`config.mk`:
```
export PLATFORM = sky130hd
export DESIGN_NAME = stepper_step_dir_pulse_generator_top
export DESIGN_NICKNAME = d
export VERILOG_FILES = /design/src/spg_pkg.sv /design/src/spg_front.sv /design/src/spg_div.sv /design/src/spg_back.sv /design/src/stepper_step_dir_pulse_generator_top.sv
export SDC_FILE = /design/constraint.sdc
export NUM_CORES = 2
export LEC_CHECK = 0
export BUFFER_PORTS_ARGS = -buffer_cell sky130_fd_sc_hd__clkbuf_2
export CAP_MARGIN = 20
export CORE_ASPECT_RATIO = 0.9
export CORE_UTILIZATION = 30
export DETAILED_ROUTE_END_ITERATION = 16
export GPL_TIMING_DRIVEN = 0
export HOLD_SLACK_MARGIN = 0.03
export PLACE_DENSITY = 0.47
export RECOVER_POWER = 100
export REMOVE_ABC_BUFFERS = 1
export SYNTH_ARGS = -nofsm -noshare
export SYNTH_HDL_FRONTEND = slang
export SYNTH_HIERARCHICAL = 1
export SYNTH_SLANG_ARGS = --single-unit
export TNS_END_PERCENT = 50
```
`constraint.sdc`:
```
create_clock -name clk -period 17.15 [get_ports clk]
set_input_delay 0.8575 -clock clk [delete_from_list [all_inputs] [get_ports clk]]
set_output_delay 0.8575 -clock clk [all_outputs]
set_load 0.02 [all_outputs]
```
`src/spg_pkg.sv`:
```
package spg_pkg;

	localparam int PPR_W      = 16;
	localparam int RPM_W      = 12;
	localparam int PHT_W      = 6;
	localparam int ANGLE_W    = 16;
	localparam int TICK_W     = 20;
	localparam int PULSE_W    = 21;
	localparam int HIGH_W     = 3;
	localparam int PROD_W     = ANGLE_W + PPR_W;
	localparam int SPEED_W    = RPM_W + PPR_W;
	localparam int PNUM_W     = PROD_W - 4;
	localparam int RECIP_W    = 29;
	localparam int RECIP_SH   = 36;
	localparam int DIV_NUM_W  = 26;
	localparam int DIV_DEN_W  = SPEED_W;
	localparam int CFG_IDX_W  = 2;
	localparam int CFG_DATA_W = 16;

	localparam logic [CFG_IDX_W-1:0] CFG_PPR = 2'd0;
	localparam logic [CFG_IDX_W-1:0] CFG_RPM = 2'd1;
	localparam logic [CFG_IDX_W-1:0] CFG_PHT = 2'd2;

	localparam logic [PPR_W-1:0] PPR_RST = 16'd1600;
	localparam logic [RPM_W-1:0] RPM_RST = 12'd1000;
	localparam logic [PHT_W-1:0] PHT_RST = 6'd25;

	localparam int DIR_SETUP_TICKS_DEF = 10;

	localparam logic CMD_TICK  = 1'b0;
	localparam logic CMD_START = 1'b1;

	localparam logic [PROD_W-1:0]    ROUND_BIAS = 32'd1800;
	// (x + 1800) / 3600 as ((x + 1800) >> 4) / 225, the last by reciprocal 2^36 / 225
	localparam logic [RECIP_W-1:0]   RECIP_225  = 29'd305419897;
	localparam logic [DIV_NUM_W-1:0] US_PER_MIN = 26'd60000000;
	localparam logic [TICK_W-1:0]    TICK_MAX   = '1;

	typedef struct packed {
		logic               cmd;
		logic               direction;
		logic [ANGLE_W-1:0] angle_tenths_deg;
	} in_t;

	typedef struct packed {
		logic dir_level;
		logic step_level;
		logic busy_res;
	} out_t;

	typedef struct packed {
		logic               is_start;
		logic               direction;
		logic [ANGLE_W-1:0] angle;
	} item_t;

	typedef struct packed {
		logic [PPR_W-1:0] ppr;
		logic [RPM_W-1:0] rpm;
		logic [PHT_W-1:0] pht;
	} cfg_t;

	typedef struct packed {
		logic                 go;
		logic [DIV_NUM_W-1:0] num;
		logic [DIV_DEN_W-1:0] den;
	} div_req_t;

	typedef struct packed {
		logic                 busy;
		logic                 done;
		logic [DIV_NUM_W-1:0] quo;
	} div_rsp_t;

	typedef enum logic [3:0] {
		PH_IDLE  = 4'b0001,
		PH_SETUP = 4'b0010,
		PH_HIGH  = 4'b0100,
		PH_LOW   = 4'b1000
	} phase_t;

	// x / 10 for x below 70, by reciprocal 205 / 2048
	function automatic logic [HIGH_W-1:0] div10(input logic [PHT_W:0] x);
		logic [17:0] p;
		p = {11'b0, x} * 18'd205;
		return p[11+HIGH_W-1:11];
	endfunction

endpackage

```
`src/spg_front.sv`:
```
module spg_front import spg_pkg::*; (
	input  logic  clk,
	input  logic  arst_n,
	input  logic  in_valid,
	output logic  in_ready,
	input  in_t   in_item,
	input  logic  pop,
	output logic  item_valid,
	output item_t item
);

	logic [1:0] cnt_q;
	logic       wr_ptr_q;
	logic       rd_ptr_q;
	item_t      mem_q [2];
	logic       push;
	logic       pull;

	assign in_ready   = (cnt_q != 2'd2);
	assign item_valid = (cnt_q != 2'd0);
	assign push       = in_valid && in_ready;
	assign pull       = pop && item_valid;
	assign item       = mem_q[rd_ptr_q];

	always_ff @(posedge clk or negedge arst_n) begin
		if (!arst_n) begin
			cnt_q    <= 2'd0;
			wr_ptr_q <= 1'b0;
			rd_ptr_q <= 1'b0;
		end else begin
			if (push) begin
				wr_ptr_q <= ~wr_ptr_q;
			end
			if (pull) begin
				rd_ptr_q <= ~rd_ptr_q;
			end
			if (push && !pull) begin
				cnt_q <= cnt_q + 2'd1;
			end else if (pull && !push) begin
				cnt_q <= cnt_q - 2'd1;
			end
		end
	end

	always_ff @(posedge clk) begin
		if (push) begin
			mem_q[wr_ptr_q] <= '{
				is_start:  (in_item.cmd == CMD_START),
				direction: in_item.direction,
				angle:     in_item.angle_tenths_deg
			};
		end
	end

endmodule

```
`src/spg_div.sv`:
```
module spg_div import spg_pkg::*; (
	input  logic     clk,
	input  logic     arst_n,
	input  div_req_t req,
	output div_rsp_t rsp
);

	localparam int CNT_W = $clog2(DIV_NUM_W + 1);

	logic                 running_q;
	logic                 done_q;
	logic [CNT_W-1:0]     cnt_q;
	logic [DIV_DEN_W-1:0] den_q;
	logic [DIV_DEN_W-1:0] rem_q;
	logic [DIV_NUM_W-1:0] quo_q;
	logic [DIV_DEN_W:0]   rem_sh;
	logic [DIV_DEN_W:0]   rem_diff;
	logic                 fits;
	logic                 load;

	assign load     = req.go && !running_q;
	assign rem_sh   = {rem_q, quo_q[DIV_NUM_W-1]};
	assign rem_diff = rem_sh - {1'b0, den_q};
	assign fits     = (rem_sh >= {1'b0, den_q});

	assign rsp = '{busy: running_q, done: done_q, quo: quo_q};

	always_ff @(posedge clk or negedge arst_n) begin
		if (!arst_n) begin
			running_q <= 1'b0;
			done_q    <= 1'b0;
			cnt_q     <= '0;
		end else if (load) begin
			running_q <= 1'b1;
			done_q    <= 1'b0;
			cnt_q     <= CNT_W'(DIV_NUM_W);
		end else if (running_q) begin
			cnt_q <= cnt_q - CNT_W'(1);
			if (cnt_q == CNT_W'(1)) begin
				running_q <= 1'b0;
				done_q    <= 1'b1;
			end
		end else begin
			done_q <= 1'b0;
		end
	end

	always_ff @(posedge clk) begin
		if (load) begin
			den_q <= req.den;
			rem_q <= '0;
			quo_q <= req.num;
		end else if (running_q) begin
			rem_q <= fits ? rem_diff[DIV_DEN_W-1:0] : rem_sh[DIV_DEN_W-1:0];
			quo_q <= {quo_q[DIV_NUM_W-2:0], fits};
		end
	end

endmodule

```
`src/spg_back.sv`:
```
module spg_back import spg_pkg::*; #(
	parameter int DIR_SETUP_TICKS = DIR_SETUP_TICKS_DEF
) (
	input  logic     clk,
	input  logic     arst_n,
	input  logic     item_valid,
	input  item_t    item,
	output logic     pop,
	input  cfg_t     cfg,
	output div_req_t div_req,
	input  div_rsp_t div_rsp,
	output logic     out_valid,
	input  logic     out_ready,
	output out_t     out_item
);

	typedef enum logic [4:0] {
		ST_IDLE        = 5'b00001,
		ST_MUL         = 5'b00010,
		ST_PERIOD_GO   = 5'b00100,
		ST_PERIOD_WAIT = 5'b01000,
		ST_FIN         = 5'b10000
	} seq_t;

	seq_t                seq_q;
	phase_t              phase_q;
	logic [TICK_W-1:0]   ptl_q;
	logic [PULSE_W-1:0]  pulses_q;
	logic                dir_q;
	logic [HIGH_W-1:0]   high_q;
	logic [TICK_W-1:0]   low_q;
	logic                out_valid_q;
	out_t                out_q;
	logic [ANGLE_W-1:0]  angle_q;
	logic                dir_new_q;
	logic [PNUM_W-1:0]   pnum_q;
	logic [SPEED_W-1:0]  speed_q;
	logic [PULSE_W-1:0]  npulse_q;

	logic                out_free;
	logic                take;
	logic                begin_move;
	logic                emit;
	phase_t              t_phase;
	logic [TICK_W-1:0]   t_ptl;
	logic [PULSE_W-1:0]  t_pulses;
	phase_t              u_phase;
	logic [TICK_W-1:0]   u_ptl;
	logic [PULSE_W-1:0]  u_pulses;
	logic [HIGH_W-1:0]   trunc_high;
	logic [HIGH_W-1:0]   round_high;
	logic [TICK_W-1:0]   per_raw;
	logic [TICK_W-1:0]   per;
	logic [TICK_W-1:0]   low_new;
	logic [PROD_W-1:0]   prod_sum;
	logic [PNUM_W+RECIP_W-1:0] recip_prod;

	assign out_free   = !out_valid_q || out_ready;
	assign take       = (seq_q == ST_IDLE) && item_valid && out_free;
	assign begin_move = take && item.is_start && (phase_q == PH_IDLE);
	assign emit       = (take && !begin_move) || ((seq_q == ST_FIN) && out_free);
	assign pop        = take;
	assign out_valid  = out_valid_q;
	assign out_item   = out_q;

	assign prod_sum   = PROD_W'(angle_q) * PROD_W'(cfg.ppr) + ROUND_BIAS;
	assign recip_prod = (PNUM_W+RECIP_W)'(pnum_q) * (PNUM_W+RECIP_W)'(RECIP_225);

	always_comb begin
		t_phase  = phase_q;
		t_ptl    = ptl_q;
		t_pulses = pulses_q;
		if (phase_q != PH_IDLE) begin
			if (ptl_q != '0) begin
				t_ptl = ptl_q - TICK_W'(1);
			end
			if (t_ptl == '0) begin
				if (phase_q == PH_HIGH) begin
					t_phase = PH_LOW;
					t_ptl   = low_q;
				end else if (pulses_q == '0) begin
					t_phase = PH_IDLE;
				end else begin
					t_pulses = pulses_q - PULSE_W'(1);
					if (high_q != '0) begin
						t_phase = PH_HIGH;
						t_ptl   = TICK_W'(high_q);
					end else begin
						t_phase = PH_LOW;
						t_ptl   = low_q;
					end
				end
			end
		end
	end

	always_comb begin
		if (item.is_start) begin
			u_phase  = phase_q;
			u_ptl    = ptl_q;
			u_pulses = pulses_q;
		end else begin
			u_phase  = t_phase;
			u_ptl    = t_ptl;
			u_pulses = t_pulses;
		end
	end

	always_comb begin
		trunc_high = div10({1'b0, cfg.pht});
		round_high = div10({1'b0, cfg.pht} + (PHT_W+1)'(5));
		if (speed_q == '0 || div_rsp.quo > DIV_NUM_W'(TICK_MAX)) begin
			per_raw = TICK_MAX;
		end else begin
			per_raw = div_rsp.quo[TICK_W-1:0];
		end
		if (per_raw <= TICK_W'(trunc_high) + TICK_W'(1)) begin
			per = TICK_W'(trunc_high) + TICK_W'(2);
		end else begin
			per = per_raw;
		end
		low_new = per - TICK_W'(trunc_high);
	end

	always_comb begin
		div_req = '{go: 1'b0, num: US_PER_MIN, den: speed_q};
		case (seq_q)
			ST_PERIOD_GO: begin
				div_req.go = 1'b1;
			end
			default: begin
			end
		endcase
	end

	always_ff @(posedge clk or negedge arst_n) begin
		if (!arst_n) begin
			seq_q       <= ST_IDLE;
			phase_q     <= PH_IDLE;
			ptl_q       <= '0;
			pulses_q    <= '0;
			dir_q       <= 1'b0;
			out_valid_q <= 1'b0;
		end else begin
			if (emit) begin
				out_valid_q <= 1'b1;
			end else if (out_ready) begin
				out_valid_q <= 1'b0;
			end
			case (seq_q)
				ST_IDLE: begin
					if (begin_move) begin
						seq_q <= ST_MUL;
					end else if (take) begin
						phase_q  <= u_phase;
						ptl_q    <= u_ptl;
						pulses_q <= u_pulses;
					end
				end
				ST_MUL: begin
					seq_q <= ST_PERIOD_GO;
				end
				ST_PERIOD_GO: begin
					seq_q <= ST_PERIOD_WAIT;
				end
				ST_PERIOD_WAIT: begin
					if (div_rsp.done) begin
						seq_q <= ST_FIN;
					end
				end
				ST_FIN: begin
					if (out_free) begin
						seq_q    <= ST_IDLE;
						phase_q  <= PH_SETUP;
						ptl_q    <= TICK_W'(DIR_SETUP_TICKS);
						pulses_q <= npulse_q;
						dir_q    <= dir_new_q;
					end
				end
				default: begin
					seq_q <= ST_IDLE;
				end
			endcase
		end
	end

	always_ff @(posedge clk) begin
		if (begin_move) begin
			angle_q   <= item.angle;
			dir_new_q <= item.direction;
		end
		if (seq_q == ST_MUL) begin
			pnum_q  <= prod_sum[PROD_W-1:PROD_W-PNUM_W];
			speed_q <= SPEED_W'(cfg.rpm) * SPEED_W'(cfg.ppr);
		end
		if (seq_q == ST_PERIOD_GO) begin
			npulse_q <= recip_prod[RECIP_SH +: PULSE_W];
		end
		if (take && !begin_move) begin
			out_q <= '{
				dir_level:  dir_q,
				step_level: (u_phase == PH_HIGH),
				busy_res:   (u_phase != PH_IDLE)
			};
		end
		if (seq_q == ST_FIN && out_free) begin
			high_q <= round_high;
			low_q  <= low_new;
			out_q  <= '{dir_level: dir_new_q, step_level: 1'b0, busy_res: 1'b1};
		end
	end

endmodule

```
`src/stepper_step_dir_pulse_generator_top.sv`:
```
// Tick transaction: item registered in the queue, its result in the output register; one
// tick per cycle sustained while out_ready is high and no start is in progress. Start
// transaction on an idle block: result after the 26-step restoring divider for the pulse
// period; the step count is a reciprocal multiply. Start while busy: like a tick, but the
// pulse timing does not advance; levels unchanged. Reset (arst_n low) clears the queue,
// sequencer and pulse state at once, loads the default timing registers; no clearing pass.
module stepper_step_dir_pulse_generator_top import spg_pkg::*; #(
	parameter int DIR_SETUP_TICKS = DIR_SETUP_TICKS_DEF
) (
	input  logic                  clk,
	input  logic                  arst_n,
	input  logic                  in_valid,
	output logic                  in_ready,
	input  in_t                   in_item,
	output logic                  out_valid,
	input  logic                  out_ready,
	output out_t                  out_item,
	input  logic                  cfg_valid,
	output logic                  cfg_ready,
	input  logic [CFG_IDX_W-1:0]  cfg_index,
	input  logic [CFG_DATA_W-1:0] cfg_data
);

	cfg_t     cfg_q;
	logic     pop;
	logic     item_valid;
	item_t    item;
	div_req_t div_req;
	div_rsp_t div_rsp;

	assign cfg_ready = 1'b1;

	always_ff @(posedge clk or negedge arst_n) begin
		if (!arst_n) begin
			cfg_q <= '{ppr: PPR_RST, rpm: RPM_RST, pht: PHT_RST};
		end else if (cfg_valid) begin
			case (cfg_index)
				CFG_PPR: cfg_q.ppr <= cfg_data[PPR_W-1:0];
				CFG_RPM: cfg_q.rpm <= cfg_data[RPM_W-1:0];
				CFG_PHT: cfg_q.pht <= cfg_data[PHT_W-1:0];
				default: begin
				end
			endcase
		end
	end

	spg_front u_front (
		.clk        (clk),
		.arst_n     (arst_n),
		.in_valid   (in_valid),
		.in_ready   (in_ready),
		.in_item    (in_item),
		.pop        (pop),
		.item_valid (item_valid),
		.item       (item)
	);

	spg_div u_div (
		.clk    (clk),
		.arst_n (arst_n),
		.req    (div_req),
		.rsp    (div_rsp)
	);

	spg_back #(
		.DIR_SETUP_TICKS (DIR_SETUP_TICKS)
	) u_back (
		.clk        (clk),
		.arst_n     (arst_n),
		.item_valid (item_valid),
		.item       (item),
		.pop        (pop),
		.cfg        (cfg_q),
		.div_req    (div_req),
		.div_rsp    (div_rsp),
		.out_valid  (out_valid),
		.out_ready  (out_ready),
		.out_item   (out_item)
	);

endmodule

```
==> results by group <==
Worst setup path
  – Crit. End Element: register
  – Critical Path AT: ~8.6 ns
  – Worst Setup Path Type: reg2reg
  – Crit-path max FO: 11
  – Worst setup SP type: register
  – Req. time, crit path: 17.49 ns

Floorplan
  – IO Pins: 47
  – Starting Density: around 30%
  – Die height: 366 um
  – Core area: roughly 0.15 mm^2
  – Die Width: between 400 and 500 um
  – Site row count: 133
  – DIE AREA: 0.148 mm^2

Drt
  – Met3 routed WL: 4280 um
  – Via/cell ratio: 4.59
  – Top Layer Used: met4
  – DR vias: 29.2k
  – Initial DRC count: 1367
  – Wirelength per Cell: 16.4 um
  – Pre-Repair DR Iteration Count: 12
  – Post-DRT Antenna Nets: 0
  – DRC violations left: 4
  – Wire length on met1: 54100 um
  – WL met2: 44500 um
  – Post-Route WL: between 100000 and 150000 um

Run
  – Max Cap Viol: 10

CTS
  – Post-CTS Setup Bufs: 0
  – Clk slew on worst S/H paths: 0.06 ns
  – CTS buffer count: 40
  – CTS Hold Bufs: 0
  – Clk buf depth: 3
  – Post_cts resized: 0
  – CTS Root Cell: clkbuf_16
  – TritonCTS clock tree: yes
  – H-tree Lvls: 2
  – Worst-Skew Late Latency: around 0.6 ns
  – Clock Sinks: 335

Global routing
  – Vias in the first global route: 30.5k
  – Initial antenna violation count: 1
  – Largest net degree at the start of global routing: 88
  – Global-route wire length before repair: 171000 um
  – Total gr overflow: 0
  – All-Layer GR Usage: 14.5%

Pwr
  – Cell Pwr Density: 208 mW/mm^2
  – P_leak: roughly 0.023 uW
  – VDD IR-drop max: roughly 0.00035 V
  – Pwr Total: 9940 uW

Placement
  – IO Port Bufs: 45
  – Dpl ws: 8.84 ns
  – HPWL Detailed: 84300 um
  – GPL Wtd Cong: roughly 0.83

Yosys
  – Warnings, synthesis: 6
  – Syn_area_per_cell: 10.1 um^2
  – Gate Count Post-Synth: 4379
  – Mapped Area: 0.0441 mm^2

Timing
  – Final setup margin: between 8 and 9 ns
  – Worst relative slew slack: -263%
  – Final-report max-slew violation count: 277
  – Fin crit share: between 40% and 50%
  – Least-Margin Pin Slew: 5.45 ns
  – Crit path time final: 8.29 ns
  – Setup_tns: 0 ns
  – Count of final hold-check violations: 0
  – Hold Slack: 0.260 ns
  – Max Freq: roughly 120 MHz
  – Unrepaired setup endpoints after global routing: no
  – Clock skew: roughly 0.035 ns
  – Final Setup Violations: 0

Status
  – Status: finished with violations
  – Failing checks: DRC, capacitance limit, slew limit

Finish
  – Post-layout util: between 30% and 40%
  – Fill cells: 15.1k
  – Area Growth Syn to Fin: 8.26%
  – Layout cells sized above 1: roughly 4.9%
  – Nets: between 5k and 6k

Worst hold path
  – Worst Hold Class: in2async
-- stage by stage --
stage / instance area (um^2) / std cells
3_3_place_gp: 46100 / 6254
2_1_floorplan: 43400 / 4252
4_1_cts: 48000 / 6353
5_1_grt: 47700 / 6357
3_5_place_dp: 46600 / 6279
6_report: 47700 / 6358
-- layer usage --
layer / up-vias / global-route usage [%]
li1: 14100 / -
met1: 14600 / 22.0
met2: 400 / 22.0
met3: 75 / 2.14
met4: 0 / 2.18
met5: - / 0
-- worst paths after layout --
check / cells past startpoint / slack, ns / to / from
worst max-delay path: 21 / 8.86 / u_back/npulse_q[19] / u_back/pnum_q[17]
worst min-delay path: 1 / 0.26 / u_back/pulses_q[13] / arst_n
worst max register to register: 21 / 8.86 / u_back/npulse_q[19] / u_back/pnum_q[17]
worst min register to register: 0 / 0.45 / u_div/den_q[19] / u_back/speed_q[19]
max in group asynchronous: 2 / 11.20 / cfg_q[16] / arst_n
min in group clk: 0 / 0.45 / u_div/den_q[19] / u_back/speed_q[19]
-- report_power, final --
group	leakage, uW	internal [uW]	switching [uW]
Clock	0.000642	506	364
Combinational	0.0189	3340	4240
Sequential	0.00330	1340	141
-- cell usage in the layout, fill, tap and decap left out, types with 47 or more instances in the layout --
master	instances
ha_1	597
nor3_1	56
fa_1	624
a21oi_1	147
o21ai_0	143
xor2_1	49
clkbuf_1	47
and2_1	159
xnor2_1	73
nand3_1	50
dfrtp_1	83
edfxtp_1	208
nor2_1	113
inv_1	907
mux2_2	69
nand2_1	426
-- registers in the layout, indices dropped and copies added (netlist names), 21 cells and up --
| signal | count |
|---|---|
| cfg_q | 34 |
| u_front/mem_q | 36 |
| u_back/pnum_q | 28 |
| u_div/quo_q | 26 |
| u_div/den_q | 28 |
| u_back/speed_q | 28 |
| u_div/rem_q | 28 |
| u_back/npulse_q | 21 |
| u_back/pulses_q | 21 |
-- worst max-delay path, cell delays in order, from the launching register on --
cell       delay, ns
edfxtp_1        1.02
inv_1           0.10
ha_1            0.41
inv_1           0.07
fa_1            0.48
inv_1           0.06
fa_1            0.50
fa_1            0.58
fa_1            0.43
fa_1            0.50
inv_1           0.05
fa_1            0.45
ha_1            0.30
a211oi_1        0.32
o22ai_1         0.13
a2111oi_0       0.53
o22ai_1         0.26
a22o_1          0.38
o21ai_0         0.56
o21ai_0         0.25
a2111oi_0       0.53
nor3_1          0.09
-- layout make-up --
cell class / count / area, um^2 / share of cell area [%]
Multi-Input combinational cell: 3010 / 30600 / 64.1
Sequential cell: 335 / 9290 / 19.5
Inverter: 907 / 3400 / 7.13
Tap cell: 1957 / 2450 / 5.13
Clock buffer: 55 / 1110 / 2.33
Timing Repair Buffer: 74 / 656 / 1.37
Clock inverter: 19 / 216 / 0.454
Antenna cell: 1 / 2.50 / 0.00524
No activity file was read; power rests on OpenSTA's default activity.
